File: src/rtl/core/nsf_pkg.sv
`default_nettype none

package nsf_pkg;

    // Defaults for the top-level parameters
    localparam int DEF_MAX_PATTERN = 16;
    localparam int DEF_COLUMN_BITS = 16;

    // Fixed field widths
    localparam int LEN_W    = 5;
    localparam int OUT_COL_W = 16;
    localparam int APB_AW   = 5;
    localparam int APB_DW   = 64;

    // Register indexes (byte address = 8 * index)
    localparam logic [1:0] REG_PATTERN_LENGTH = 2'd0;
    localparam logic [1:0] REG_PATTERN_LOW    = 2'd1;
    localparam logic [1:0] REG_PATTERN_HIGH   = 2'd2;
    localparam logic [1:0] REG_IGNORE_CASE    = 2'd3;

    // Controls shared by every history cell
    typedef struct packed {
        logic advance;
        logic clear;
        logic fold;
    } cell_ctrl_t;

    // One result item
    typedef struct packed {
        logic                 match_found;
        logic [OUT_COL_W-1:0] match_column;
        logic                 line_done;
        logic                 line_too_long;
    } result_t;

    // Fold ASCII A-Z to lower case when enabled
    function automatic logic [7:0] fold_byte(input logic [7:0] b, input logic en);
        logic [7:0] r;
        r = b;
        if (en && (b >= 8'h41) && (b <= 8'h5A)) begin
            r = b + 8'h20;
        end
        return r;
    endfunction

endpackage

`default_nettype wire

File: src/rtl/core/nsf_cell.sv
`default_nettype none

module nsf_cell
    import nsf_pkg::*;
#(
    parameter int INDEX       = 0,
    parameter int MAX_PATTERN = DEF_MAX_PATTERN
) (
    input  wire logic                          aclk,
    input  wire logic                          aresetn,
    input  wire cell_ctrl_t                    ctrl,
    input  wire logic [LEN_W-1:0]              pattern_length,
    input  wire logic [MAX_PATTERN-1:0][7:0]   pattern,
    input  wire logic [7:0]                    data_in,
    output logic [7:0]                         data_out,
    output logic                               byte_ok
);

    localparam int IDX_W = (MAX_PATTERN > 1) ? $clog2(MAX_PATTERN) : 1;

    logic [7:0]       data_reg;
    logic [7:0]       data_next;
    logic [LEN_W:0]   pat_pos;
    logic [IDX_W-1:0] pat_idx;
    logic             active;

    // This cell holds the byte INDEX+1 places behind the current one
    always_comb begin
        data_next = data_reg;
        if (ctrl.clear) begin
            data_next = 8'h00;
        end else if (ctrl.advance) begin
            data_next = data_in;
        end
    end

    always_ff @(posedge aclk) begin
        if (!aresetn) begin
            data_reg <= 8'h00;
        end else begin
            data_reg <= data_next;
        end
    end

    // Pattern byte aligned with this cell: index length-2-INDEX
    assign active  = {1'b0, pattern_length} > (LEN_W+1)'(INDEX + 1);
    assign pat_pos = {1'b0, pattern_length} - (LEN_W+1)'(INDEX + 2);
    assign pat_idx = pat_pos[IDX_W-1:0];

    assign byte_ok  = !active
                    || (fold_byte(data_reg, ctrl.fold) == fold_byte(pattern[pat_idx], ctrl.fold));
    assign data_out = data_reg;

endmodule

`default_nettype wire

File: src/rtl/core/nonoverlapping_substring_finder.sv
`default_nettype none

// Channel   | Direction | Handshake          | Payload
// ----------+-----------+--------------------+-------------------------------------------------
// s_ (text) | in        | s_valid / s_ready  | s_text_byte[7:0], s_line_last
// m_ (hits) | out       | m_valid / m_ready  | m_match_found, m_match_column[15:0],
//           |           |                    | m_line_done, m_line_too_long
// APB cfg   | in/out    | psel/penable       | paddr[4:0], pwdata/prdata[63:0], pready
//
// One item per cycle while s_ready is high: the history cells compare in parallel against
// the pattern in the cycle an item is accepted; its result is registered in the output or skid slot.
// An output register plus a skid register decouple the channels, so input keeps flowing
// for one extra item while m_ready is low; s_ready drops only once the skid is full.
// aresetn is synchronous, active low: it clears the history, column state, config and
// the valid flags of the result slots. No clearing pass is needed.
module nonoverlapping_substring_finder
    import nsf_pkg::*;
#(
    parameter int MAX_PATTERN = DEF_MAX_PATTERN,
    parameter int COLUMN_BITS = DEF_COLUMN_BITS
) (
    input  wire logic              aclk,
    input  wire logic              aresetn,
    // text input
    input  wire logic              s_valid,
    output logic                   s_ready,
    input  wire logic [7:0]        s_text_byte,
    input  wire logic              s_line_last,
    // match output
    output logic                   m_valid,
    input  wire logic              m_ready,
    output logic                   m_match_found,
    output logic [OUT_COL_W-1:0]   m_match_column,
    output logic                   m_line_done,
    output logic                   m_line_too_long,
    // configuration
    input  wire logic              psel,
    input  wire logic              penable,
    input  wire logic              pwrite,
    input  wire logic [APB_AW-1:0] paddr,
    input  wire logic [APB_DW-1:0] pwdata,
    output logic [APB_DW-1:0]      prdata,
    output logic                   pready
);

    // History cells: MAX_PATTERN-1 bytes behind the current one (at least one cell)
    localparam int CELLS = (MAX_PATTERN > 1) ? MAX_PATTERN - 1 : 1;
    localparam int IDX_W = (MAX_PATTERN > 1) ? $clog2(MAX_PATTERN) : 1;

    // ---------------------------------------------------------------- configuration
    logic [LEN_W-1:0]  len_reg;
    logic [63:0]       pat_low_reg;
    logic [63:0]       pat_high_reg;
    logic              fold_reg;
    logic              cfg_wr;
    logic [1:0]        cfg_idx;

    assign pready  = 1'b1;
    assign cfg_wr  = psel && penable && pwrite;
    assign cfg_idx = paddr[APB_AW-1:3];

    always_ff @(posedge aclk) begin
        if (!aresetn) begin
            len_reg      <= '0;
            pat_low_reg  <= '0;
            pat_high_reg <= '0;
            fold_reg     <= 1'b0;
        end else if (cfg_wr) begin
            case (cfg_idx)
                REG_PATTERN_LENGTH: len_reg      <= pwdata[LEN_W-1:0];
                REG_PATTERN_LOW:    pat_low_reg  <= pwdata;
                REG_PATTERN_HIGH:   pat_high_reg <= pwdata;
                REG_IGNORE_CASE:    fold_reg     <= pwdata[0];
                default: ;
            endcase
        end
    end

    always_comb begin
        case (cfg_idx)
            REG_PATTERN_LENGTH: prdata = {{(APB_DW-LEN_W){1'b0}}, len_reg};
            REG_PATTERN_LOW:    prdata = pat_low_reg;
            REG_PATTERN_HIGH:   prdata = pat_high_reg;
            REG_IGNORE_CASE:    prdata = {{(APB_DW-1){1'b0}}, fold_reg};
            default:            prdata = '0;
        endcase
    end

    // Pattern bytes in order, byte 0 first
    logic [127:0]                    pat_all;
    logic [MAX_PATTERN-1:0][7:0]     pattern;

    assign pat_all = {pat_high_reg, pat_low_reg};

    always_comb begin
        for (int i = 0; i < MAX_PATTERN; i++) begin
            pattern[i] = pat_all[8*i +: 8];
        end
    end

    // ---------------------------------------------------------------- handshake
    logic accept;
    logic take;
    logic skid_valid_reg;
    logic skid_valid_next;
    logic out_valid_reg;
    logic out_valid_next;

    assign s_ready = !skid_valid_reg;
    assign accept  = s_valid && s_ready;
    assign take    = out_valid_reg && m_ready;

    // ---------------------------------------------------------------- history chain
    cell_ctrl_t                 cell_ctrl;
    logic [CELLS-1:0][7:0]      cell_data;
    logic [CELLS-1:0]           cell_ok;

    assign cell_ctrl.advance = accept;
    assign cell_ctrl.clear   = accept && s_line_last;
    assign cell_ctrl.fold    = fold_reg;

    for (genvar k = 0; k < CELLS; k++) begin : g_cell
        nsf_cell #(
            .INDEX       (k),
            .MAX_PATTERN (MAX_PATTERN)
        ) u_cell (
            .aclk           (aclk),
            .aresetn        (aresetn),
            .ctrl           (cell_ctrl),
            .pattern_length (len_reg),
            .pattern        (pattern),
            .data_in        ((k == 0) ? s_text_byte : cell_data[(k == 0) ? 0 : k-1]),
            .data_out       (cell_data[k]),
            .byte_ok        (cell_ok[k])
        );
    end

    // ---------------------------------------------------------------- match decision
    logic [COLUMN_BITS-1:0] col_reg;
    logic [COLUMN_BITS-1:0] col_next;
    logic [COLUMN_BITS-1:0] next_start_reg;
    logic [COLUMN_BITS-1:0] next_start_next;
    logic                   ovf_reg;
    logic                   ovf_next;

    logic                   at_max;
    logic                   len_ok;
    logic [LEN_W-1:0]       len_m1;
    logic                   cur_ok;
    logic [COLUMN_BITS:0]   col_p1;
    logic [COLUMN_BITS:0]   start_wide;
    logic [COLUMN_BITS-1:0] start;
    logic [COLUMN_BITS+OUT_COL_W-1:0] start_ext;
    logic                   found;
    logic                   ovf_out;

    assign at_max     = &col_reg;
    assign len_ok     = (len_reg != '0) && ({1'b0, len_reg} <= (LEN_W+1)'(MAX_PATTERN));
    assign len_m1     = len_reg - LEN_W'(1);
    assign cur_ok     = fold_byte(s_text_byte, fold_reg)
                        == fold_byte(pattern[len_m1[IDX_W-1:0]], fold_reg);
    assign col_p1     = {1'b0, col_reg} + (COLUMN_BITS+1)'(1);
    assign start_wide = col_p1 - (COLUMN_BITS+1)'(len_reg);
    assign start      = start_wide[COLUMN_BITS-1:0];
    assign start_ext  = {{OUT_COL_W{1'b0}}, start};

    // A match needs a live line, a valid length, a full window, no overlap with the last hit, all bytes equal
    assign found = !at_max && !ovf_reg && len_ok
                && (col_p1 >= (COLUMN_BITS+1)'(len_reg))
                && (start >= next_start_reg)
                && cur_ok && (&cell_ok);
    assign ovf_out = ovf_reg || at_max;

    always_comb begin
        col_next        = col_reg;
        next_start_next = next_start_reg;
        ovf_next        = ovf_reg;
        if (accept) begin
            if (s_line_last) begin
                // drop all line state after the last byte
                col_next        = '0;
                next_start_next = '0;
                ovf_next        = 1'b0;
            end else begin
                ovf_next = ovf_out;
                if (!at_max) begin
                    col_next = col_p1[COLUMN_BITS-1:0];
                end
                if (found) begin
                    next_start_next = col_p1[COLUMN_BITS-1:0];
                end
            end
        end
    end

    always_ff @(posedge aclk) begin
        if (!aresetn) begin
            col_reg        <= '0;
            next_start_reg <= '0;
            ovf_reg        <= 1'b0;
        end else begin
            col_reg        <= col_next;
            next_start_reg <= next_start_next;
            ovf_reg        <= ovf_next;
        end
    end

    // ---------------------------------------------------------------- result slots
    result_t new_res;
    result_t out_reg;
    result_t out_next;
    result_t skid_reg;
    result_t skid_next;

    assign new_res.match_found   = found;
    assign new_res.match_column  = found ? start_ext[OUT_COL_W-1:0] : '0;
    assign new_res.line_done     = s_line_last;
    assign new_res.line_too_long = ovf_out;

    // Refill the output slot from the skid first, else from the new item; park in skid
    always_comb begin
        out_valid_next  = out_valid_reg;
        skid_valid_next = skid_valid_reg;
        out_next        = out_reg;
        skid_next       = skid_reg;
        if (!out_valid_reg || take) begin
            if (skid_valid_reg) begin
                out_next        = skid_reg;
                out_valid_next  = 1'b1;
                skid_valid_next = 1'b0;
            end else if (accept) begin
                out_next       = new_res;
                out_valid_next = 1'b1;
            end else begin
                out_valid_next = 1'b0;
            end
        end else if (accept) begin
            skid_next       = new_res;
            skid_valid_next = 1'b1;
        end
    end

    always_ff @(posedge aclk) begin
        if (!aresetn) begin
            out_valid_reg  <= 1'b0;
            skid_valid_reg <= 1'b0;
        end else begin
            out_valid_reg  <= out_valid_next;
            skid_valid_reg <= skid_valid_next;
        end
    end

    always_ff @(posedge aclk) begin
        out_reg  <= out_next;
        skid_reg <= skid_next;
    end

    assign m_valid         = out_valid_reg;
    assign m_match_found   = out_reg.match_found;
    assign m_match_column  = out_reg.match_column;
    assign m_line_done     = out_reg.line_done;
    assign m_line_too_long = out_reg.line_too_long;

    // ---------------------------------------------------------------- checks
    a_skid_behind_out: assert property (@(posedge aclk) disable iff (!aresetn)
        skid_valid_reg |-> out_valid_reg)
        else $error("skid slot holds an item while the output slot is empty");

    a_hit_not_long: assert property (@(posedge aclk) disable iff (!aresetn)
        (m_valid && m_match_found) |-> !m_line_too_long)
        else $error("match reported on a saturated line");

    a_line_clears: assert property (@(posedge aclk) disable iff (!aresetn)
        (accept && s_line_last) |=> (col_reg == '0) && !ovf_reg && (next_start_reg == '0))
        else $error("line state not cleared after the last byte");

    a_start_behind_col: assert property (@(posedge aclk) disable iff (!aresetn)
        next_start_reg <= col_reg)
        else $error("next allowed start runs ahead of the column");

endmodule

`default_nettype wire
File: config.mk
export PLATFORM = sky130hd
export DESIGN_NAME = nonoverlapping_substring_finder
export DESIGN_NICKNAME = d
export VERILOG_FILES = /design/src/rtl/core/nsf_pkg.sv /design/src/rtl/core/nsf_cell.sv /design/src/rtl/core/nonoverlapping_substring_finder.sv
export SDC_FILE = /design/constraint.sdc
export NUM_CORES = 1
export LEC_CHECK = 0
export BUFFER_PORTS_ARGS = -buffer_cell sky130_fd_sc_hd__buf_2
export CAP_MARGIN = 5
export CORE_ASPECT_RATIO = 1.25
export CORE_UTILIZATION = 42
export DETAILED_ROUTE_END_ITERATION = 10
export PLACE_DENSITY = 0.66
export SLEW_MARGIN = 20
export SYNTH_ARGS = -nofsm -noshare
export SYNTH_HDL_FRONTEND = slang
export SYNTH_SLANG_ARGS = --single-unit
File: constraint.sdc
create_clock -name aclk -period 10.3 [get_ports aclk]
set_input_delay 1.03 -clock aclk [delete_from_list [all_inputs] [get_ports aclk]]
set_output_delay 1.03 -clock aclk [all_outputs]
set_load 0.005 [all_outputs]
## Yosys cells after proc, flatten, opt, wreduce, memory -nomap -nowiden

Cells that the tools add are included.

| storage, ports and cells | value |
|---|---|
| input bits | 85 |
| bits in registers | 327 |
| output and inout bits | 86 |

| cells by class | value |
|---|---|
| muxes and demuxes | 75 |
| $lt $le $gt $ge | 98 |
| reductions and logical operators | 128 |
| equality and inequality tests | 20 |
| bitwise logic cells | 2 |
| add/sub/neg operators | 50 |

Operators by type and width:

| operator | count |
|---|---|
| 8-bit binary-select mux with 4-bit select | 16 |
| 8-bit 2-to-1 mux | 48 |
| 8-bit by 6-bit adder with 8-bit output, second input constant | 32 |
| 8-bit by 7-bit greater-or-equal comparator with 1-bit output, second input constant | 32 |
| 8-bit by 7-bit <= comparator with 1-bit output, second input constant | 32 |
| 64-bit one-hot mux with 4 select lines | 1 |
| 8-bit equality test | 16 |
| 4-bit by 5-bit < comparator with 1-bit output, second input constant | 16 |
| 16-bit 2-to-1 mux | 5 |
| 1-bit logical AND | 76 |
| 5-bit by 4-bit greater-than comparator with 1-bit output, second input constant | 8 |
| 19-bit 2-to-1 mux | 2 |
| 4-bit subtractor, second input constant | 8 |
| 5-bit by 3-bit greater-than comparator with 1-bit output, second input constant | 4 |
| 1-bit logical NOT | 19 |
| 16-bit by 1-bit adder with 17-bit output, second input constant | 1 |
| 17-bit by 5-bit greater-or-equal comparator with 1-bit output | 1 |
| 1-bit logical OR | 17 |
| 16-bit greater-or-equal comparator | 1 |
| 16-bit AND reduction | 1 |
| 2-bit AND reduction | 8 |
| 16-bit by 5-bit subtractor with 16-bit output | 1 |
| 4-bit by 3-bit subtractor with 4-bit output, second input constant | 4 |
| 15-bit AND reduction | 1 |
| other kinds (14) | 23 |

## Depth between registers and ports, before layout

| logic depth | value |
|---|---|
| word-level depth | 14 |
| gate-level depth with buffers | 27 |
| gate-level depth less buffers | 23 |

## Hierarchy

A second synthesis with hierarchy kept.

| second synthesis, totals | value |
|---|---|
| cell total of the unflattened synthesis | 3751 |
| area, all modules | 37652.4 um2 |

By module, submodules not included:

| module | instances | cells each | area each (um2) | sequential area each (um2) |
|---|---|---|---|---|
| nonoverlapping_substring_finder | 1 | 1262 | 11004.3 | 4524.3 |
| nsf_cell (g_cell[7].u_cell) | 1 | 231 | 2117.0 | 160.2 |
| nsf_cell (g_cell[9].u_cell) | 1 | 224 | 1966.9 | 160.2 |
| nsf_cell (g_cell[1].u_cell) | 1 | 212 | 1939.4 | 160.2 |
| nsf_cell (g_cell[0].u_cell) | 1 | 175 | 1853.0 | 160.2 |
| nsf_cell (g_cell[4].u_cell) | 1 | 171 | 1814.2 | 160.2 |
| nsf_cell (g_cell[8].u_cell) | 1 | 161 | 1796.7 | 160.2 |
| nsf_cell (g_cell[5].u_cell) | 1 | 189 | 1746.7 | 160.2 |
| nsf_cell (g_cell[11].u_cell) | 1 | 164 | 1744.2 | 160.2 |
| nsf_cell (g_cell[12].u_cell) | 1 | 148 | 1729.2 | 160.2 |
| nsf_cell (g_cell[10].u_cell) | 1 | 136 | 1716.6 | 160.2 |
| nsf_cell (g_cell[13].u_cell) | 1 | 146 | 1685.4 | 160.2 |
| nsf_cell (g_cell[2].u_cell) | 1 | 126 | 1680.4 | 160.2 |
| nsf_cell (g_cell[3].u_cell) | 1 | 149 | 1679.1 | 160.2 |
| +2 rows | - | - | - | - |

## Worst setup path before layout

Ideal clock, no wire load.

| path | value |
|---|---|
| path kind | register -> register |
| start point | reg len_reg[1] |
| end point | reg out_reg (netlist bit m_match_column[12]) (data pin) |
| stages on the path, launching flop included | 21 |
| arrival | 5.587 ns |
| path slack | 4.583 ns |
| path buffers | 8 |
| period minus slack after synthesis | 5.717 ns |
| cell sequence | dfxtp_1 > buf_2 > buf_1 > buf_2 > inv_1 > ha_1 > buf_2 > buf_2 > buf_2 > buf_2 > mux4_2 > mux4_2 > ha_1 > o41ai_1 > xor2_1 > a2111oi_0 > o2111a_1 > and4_4 > buf_2 > and2_1 > mux2_2 |

RTL lines:

| item | RTL line | RTL |
|---|---|---|
| from (decl) | nonoverlapping_substring_finder.sv:51 | `logic [LEN_W-1:0] len_reg;` |
| from (signal assigned) | nonoverlapping_substring_finder.sv:70 | `REG_PATTERN_LENGTH: len_reg <= pwdata[LEN_W-1:0];` |
| to (signal assigned) | nonoverlapping_substring_finder.sv:254 | `out_reg <= out_next;` |
| to (decl) | nonoverlapping_substring_finder.sv:210 | `result_t out_reg;` |

==> flow_summary.yaml <==
clocking:
  cts_tree: "done"
  cts_buffers: 35
  cts.clk_slew.worst_paths_ns: 0.06
  cts_resized: 0
  cts_setup_buffers: 0
  cts_htree_levels: 2
  clkSinkCount: 327
  postCtsHoldBufs: 0
  root_buffer: "clkbuf_16"
  insertion_delay_ns: 0.57
  cts_buffer_depth: 3
worst_setup_path:
  critPathLaunchType: "flop"
  crit_required_ns: 10.73
  criticalPathCategory: "flop to flop"
  worstPathMaxFanout: 64
  crit_path_max_incr_delay_ns: 1.04
  critPathArrivalTime_ns: 7.20
  end_kind: "flop"
  crit_top_cell: "mux2i_1"
  path_cells: "inv_1, ha_4, mux4_2, mux2i_1, mux2i_1, ha_1, xnor3_1, nor2_1, nor4b_1, mux2i_1, o32a_1, a2111oi_0, and4_4, nor2b_1, mux2_2"
  slowest_stage: "ha_4"
  cp_top_family: "multiplexers"
  path_buf_inv: 1
synth:
  synth_area_per_cell_um2: 9.11
  synth_flop_cell: "dfxtp_1"
  synth_top_area_share_pct: 23.4
  synth_cell_types: 89
  syn_inst: 2714
  ys_ff_latch: 327
  synth-edff-count: 38
  yosysMostFrequentCell: "nand2_1"
  synth_fp_nets: 2867
  synth_top_cell_by_area: "dfxtp_1"
  ys_seq_area_share_pct: 28.0
  synth_top_cells_by_count: "586 x nand2_1, 313 x a21oi_1, 289 x dfxtp_1"
  ys_warn_count: 0
  synthTopCellsByArea: "dfxtp_1 23%, mux4_2 19%, nand2_1 8.9%, a21oi_1 6.3%, edfxtp_1 4.6%"
  synth-async-reset-ratio_pct: 0
  synthesis.area_um2: 24700
die:
  io_pins: 171
  start_util_pct: 42.5
  rows: 99
  dieArea_um2: 59800
  die_w_um: 219
  die_h_um: 273
  core_um2: 58200
grt:
  antenna_found_initial: 1
  grtUsageTotal_pct: 29.6
  grt_pass1_wl_um: 133000
  gr-total-overflow: 0
  grt_max_degree: 102
  grt_pass1_vias: 21100
place:
  pre_cts_slack_ns: 3.65
  dpl.hpwl_um: 68700
  place_area_um2: 26000
  finalWeightedCongestion: 1.03
  io_buffers: 166
detailed_routing:
  first_pass_iters: 6
  viasPerCell: 6.29
  wl_per_cell_um: 25.3
  drtIter0Drc: 2170
  ant_nets: 0
  routed-via-count: 22300
  remaining_drc_errors: 0
  route.final.wire_length_um: 89600
pwr:
  total_power_mw: 2.94
  vdd_drop_max_v: 0.000113
  power_leakage_nw: 9.52
  p_per_area_nw_per_um2: 108
sta:
  fin_ws_ns: 3.53
  setup_viol: 0
  worst_pin_slew_ns: 1.22
  rsz0062_at_grt: "no"
  max_slew_margin_pct: 18.8
  period_minus_slack_ns: 6.77
  drv_slew: 0
  hold_violations: 0
  tns_ns: 0
  finalCritPeriodShare_pct: 65.7
  max_freq_mhz: 148
  finClkSkew_ns: 0.0185
finish:
  design_area_um2: 27200
  drive_gt1_share_pct: 19.4
  fin_nets: 2908
  area_growth_pct: 9.97
  largest_register_ff_count: 120
  utilization_pct: 46.7
hold_path:
  hold_path.class: "flop to flop"
flow_run:
  cap_violations: 0
status:
  status: "finished, final reports clean"
==> power by group <==
part	switching (mW)	internal (mW)
Combinational	0.183	0.104
Clock	0.567	0.761
Sequential	0.0237	1.30
Total	0.774	2.17
==> through the flow <==
step | hold slack [ns] | cells
finish | 0.475 | 3540
global route | 0.498 | 3540
CTS | 0.474 | 3539
detailed placement | 0.461 | 3475
global placement | 0.441 | 3475
floorplan | 0.428 | 2714
==> kinds of logic (layout without fill, tap and decap cells) <==
| family | count (synthesis) | count (layout) | share of synthesized area, % |
|---|---|---|---|
| fa+ha+maj | 68 | 68 | 3.47 |
| other cells | 1 | 2 | 0.0152 |
| buf+inv | 237 | 305 | 4.23 |
| simple gates | 962 | 962 | 17.5 |
| mux | 351 | 351 | 25.0 |
| compound gates | 586 | 586 | 14.9 |
| xor+xnor | 182 | 182 | 6.79 |
| flops | 327 | 327 | 28.0 |
==> per-layer routing <==
layer  share of wire (%)  vias to the layer above  global-route usage (%)
met5                   0                        -                       0
met4                 9.4                        0                    24.1
met3                 6.5                      276                    4.58
met2                  47                     1058                    47.9
met1                  38                    10800                    34.7
li1                    -                    10100                       -
==> cell type report <==
cell class / instances / area [um^2]
tap: 757 / 947
fill: 5544 / 31000
sequential: 327 / 6930
timing repair buffer: 199 / 1090
clock buffer: 43 / 936
multi-input combinational: 2150 / 16900
inverter: 42 / 160
clock inverter: 21 / 256
antenna: 1 / 2.50
==> layout by cell type, fill, tap and decap left out, types with 8 or more instances in the layout <==
| cell type | Yosys | layout |
|---|---|---|
| a21o_1 | 15 | 15 |
| a21oi_1 | 313 | 313 |
| a22o_1 | 67 | 67 |
| a22oi_1 | 20 | 20 |
| a31oi_1 | 20 | 19 |
| a41oi_1 | 10 | 10 |
| and2_1 | 27 | 25 |
| and3_1 | 8 | 8 |
| buf_2 | 27 | 166 |
| buf_4 | 10 | 32 |
| clkbuf_16 | 0 | 35 |
| dfxtp_1 | 289 | 287 |
| edfxtp_1 | 38 | 38 |
| ha_1 | 67 | 66 |
| inv_1 | 39 | 38 |
| mux2_2 | 39 | 39 |
| mux2i_1 | 99 | 99 |
| mux4_2 | 207 | 207 |
| nand2_1 | 586 | 582 |
| nand2b_1 | 15 | 15 |
| nand3_1 | 75 | 75 |
| nand3b_1 | 13 | 13 |
| nand4_1 | 14 | 14 |
| nor2_1 | 96 | 96 |
| nor2b_1 | 15 | 12 |
| nor3_1 | 44 | 44 |
| nor4_1 | 8 | 8 |
| nor4bb_1 | 12 | 12 |
| o21ai_0 | 43 | 43 |
| o31ai_1 | 15 | 15 |
| o41ai_1 | 9 | 9 |
| or3_1 | 13 | 13 |
| or4_1 | 9 | 9 |
| xnor2_1 | 98 | 93 |
| xor2_1 | 77 | 76 |
==> worst paths after layout <==
| kind | from | end | slack, ns | cells past startpoint |
|---|---|---|---|---|
| min reg2reg | next_start_reg[6] | next_start_reg[6] | 0.48 | 2 |
| min | next_start_reg[6] | next_start_reg[6] | 0.48 | 2 |
| max reg2reg | len_reg[1] | m_match_column[0] | 3.53 | 15 |
| max | len_reg[1] | m_match_column[0] | 3.53 | 15 |
==> worst register-to-register path, cell delays in order (launching register included) <==
cell and delay (ns):
dfxtp_4 0.77, inv_1 0.42, ha_4 1.04, mux4_2 0.73, mux2i_1 0.39, mux2i_1 0.29
ha_1 0.28, xnor3_1 0.35, nor2_1 0.09, nor4b_1 0.24, mux2i_1 0.17, o32a_1 0.31
a2111oi_0 0.59, and4_4 0.56, nor2b_1 0.24, mux2_2 0.17
Note: power is estimated with default switching activity, not from simulation.
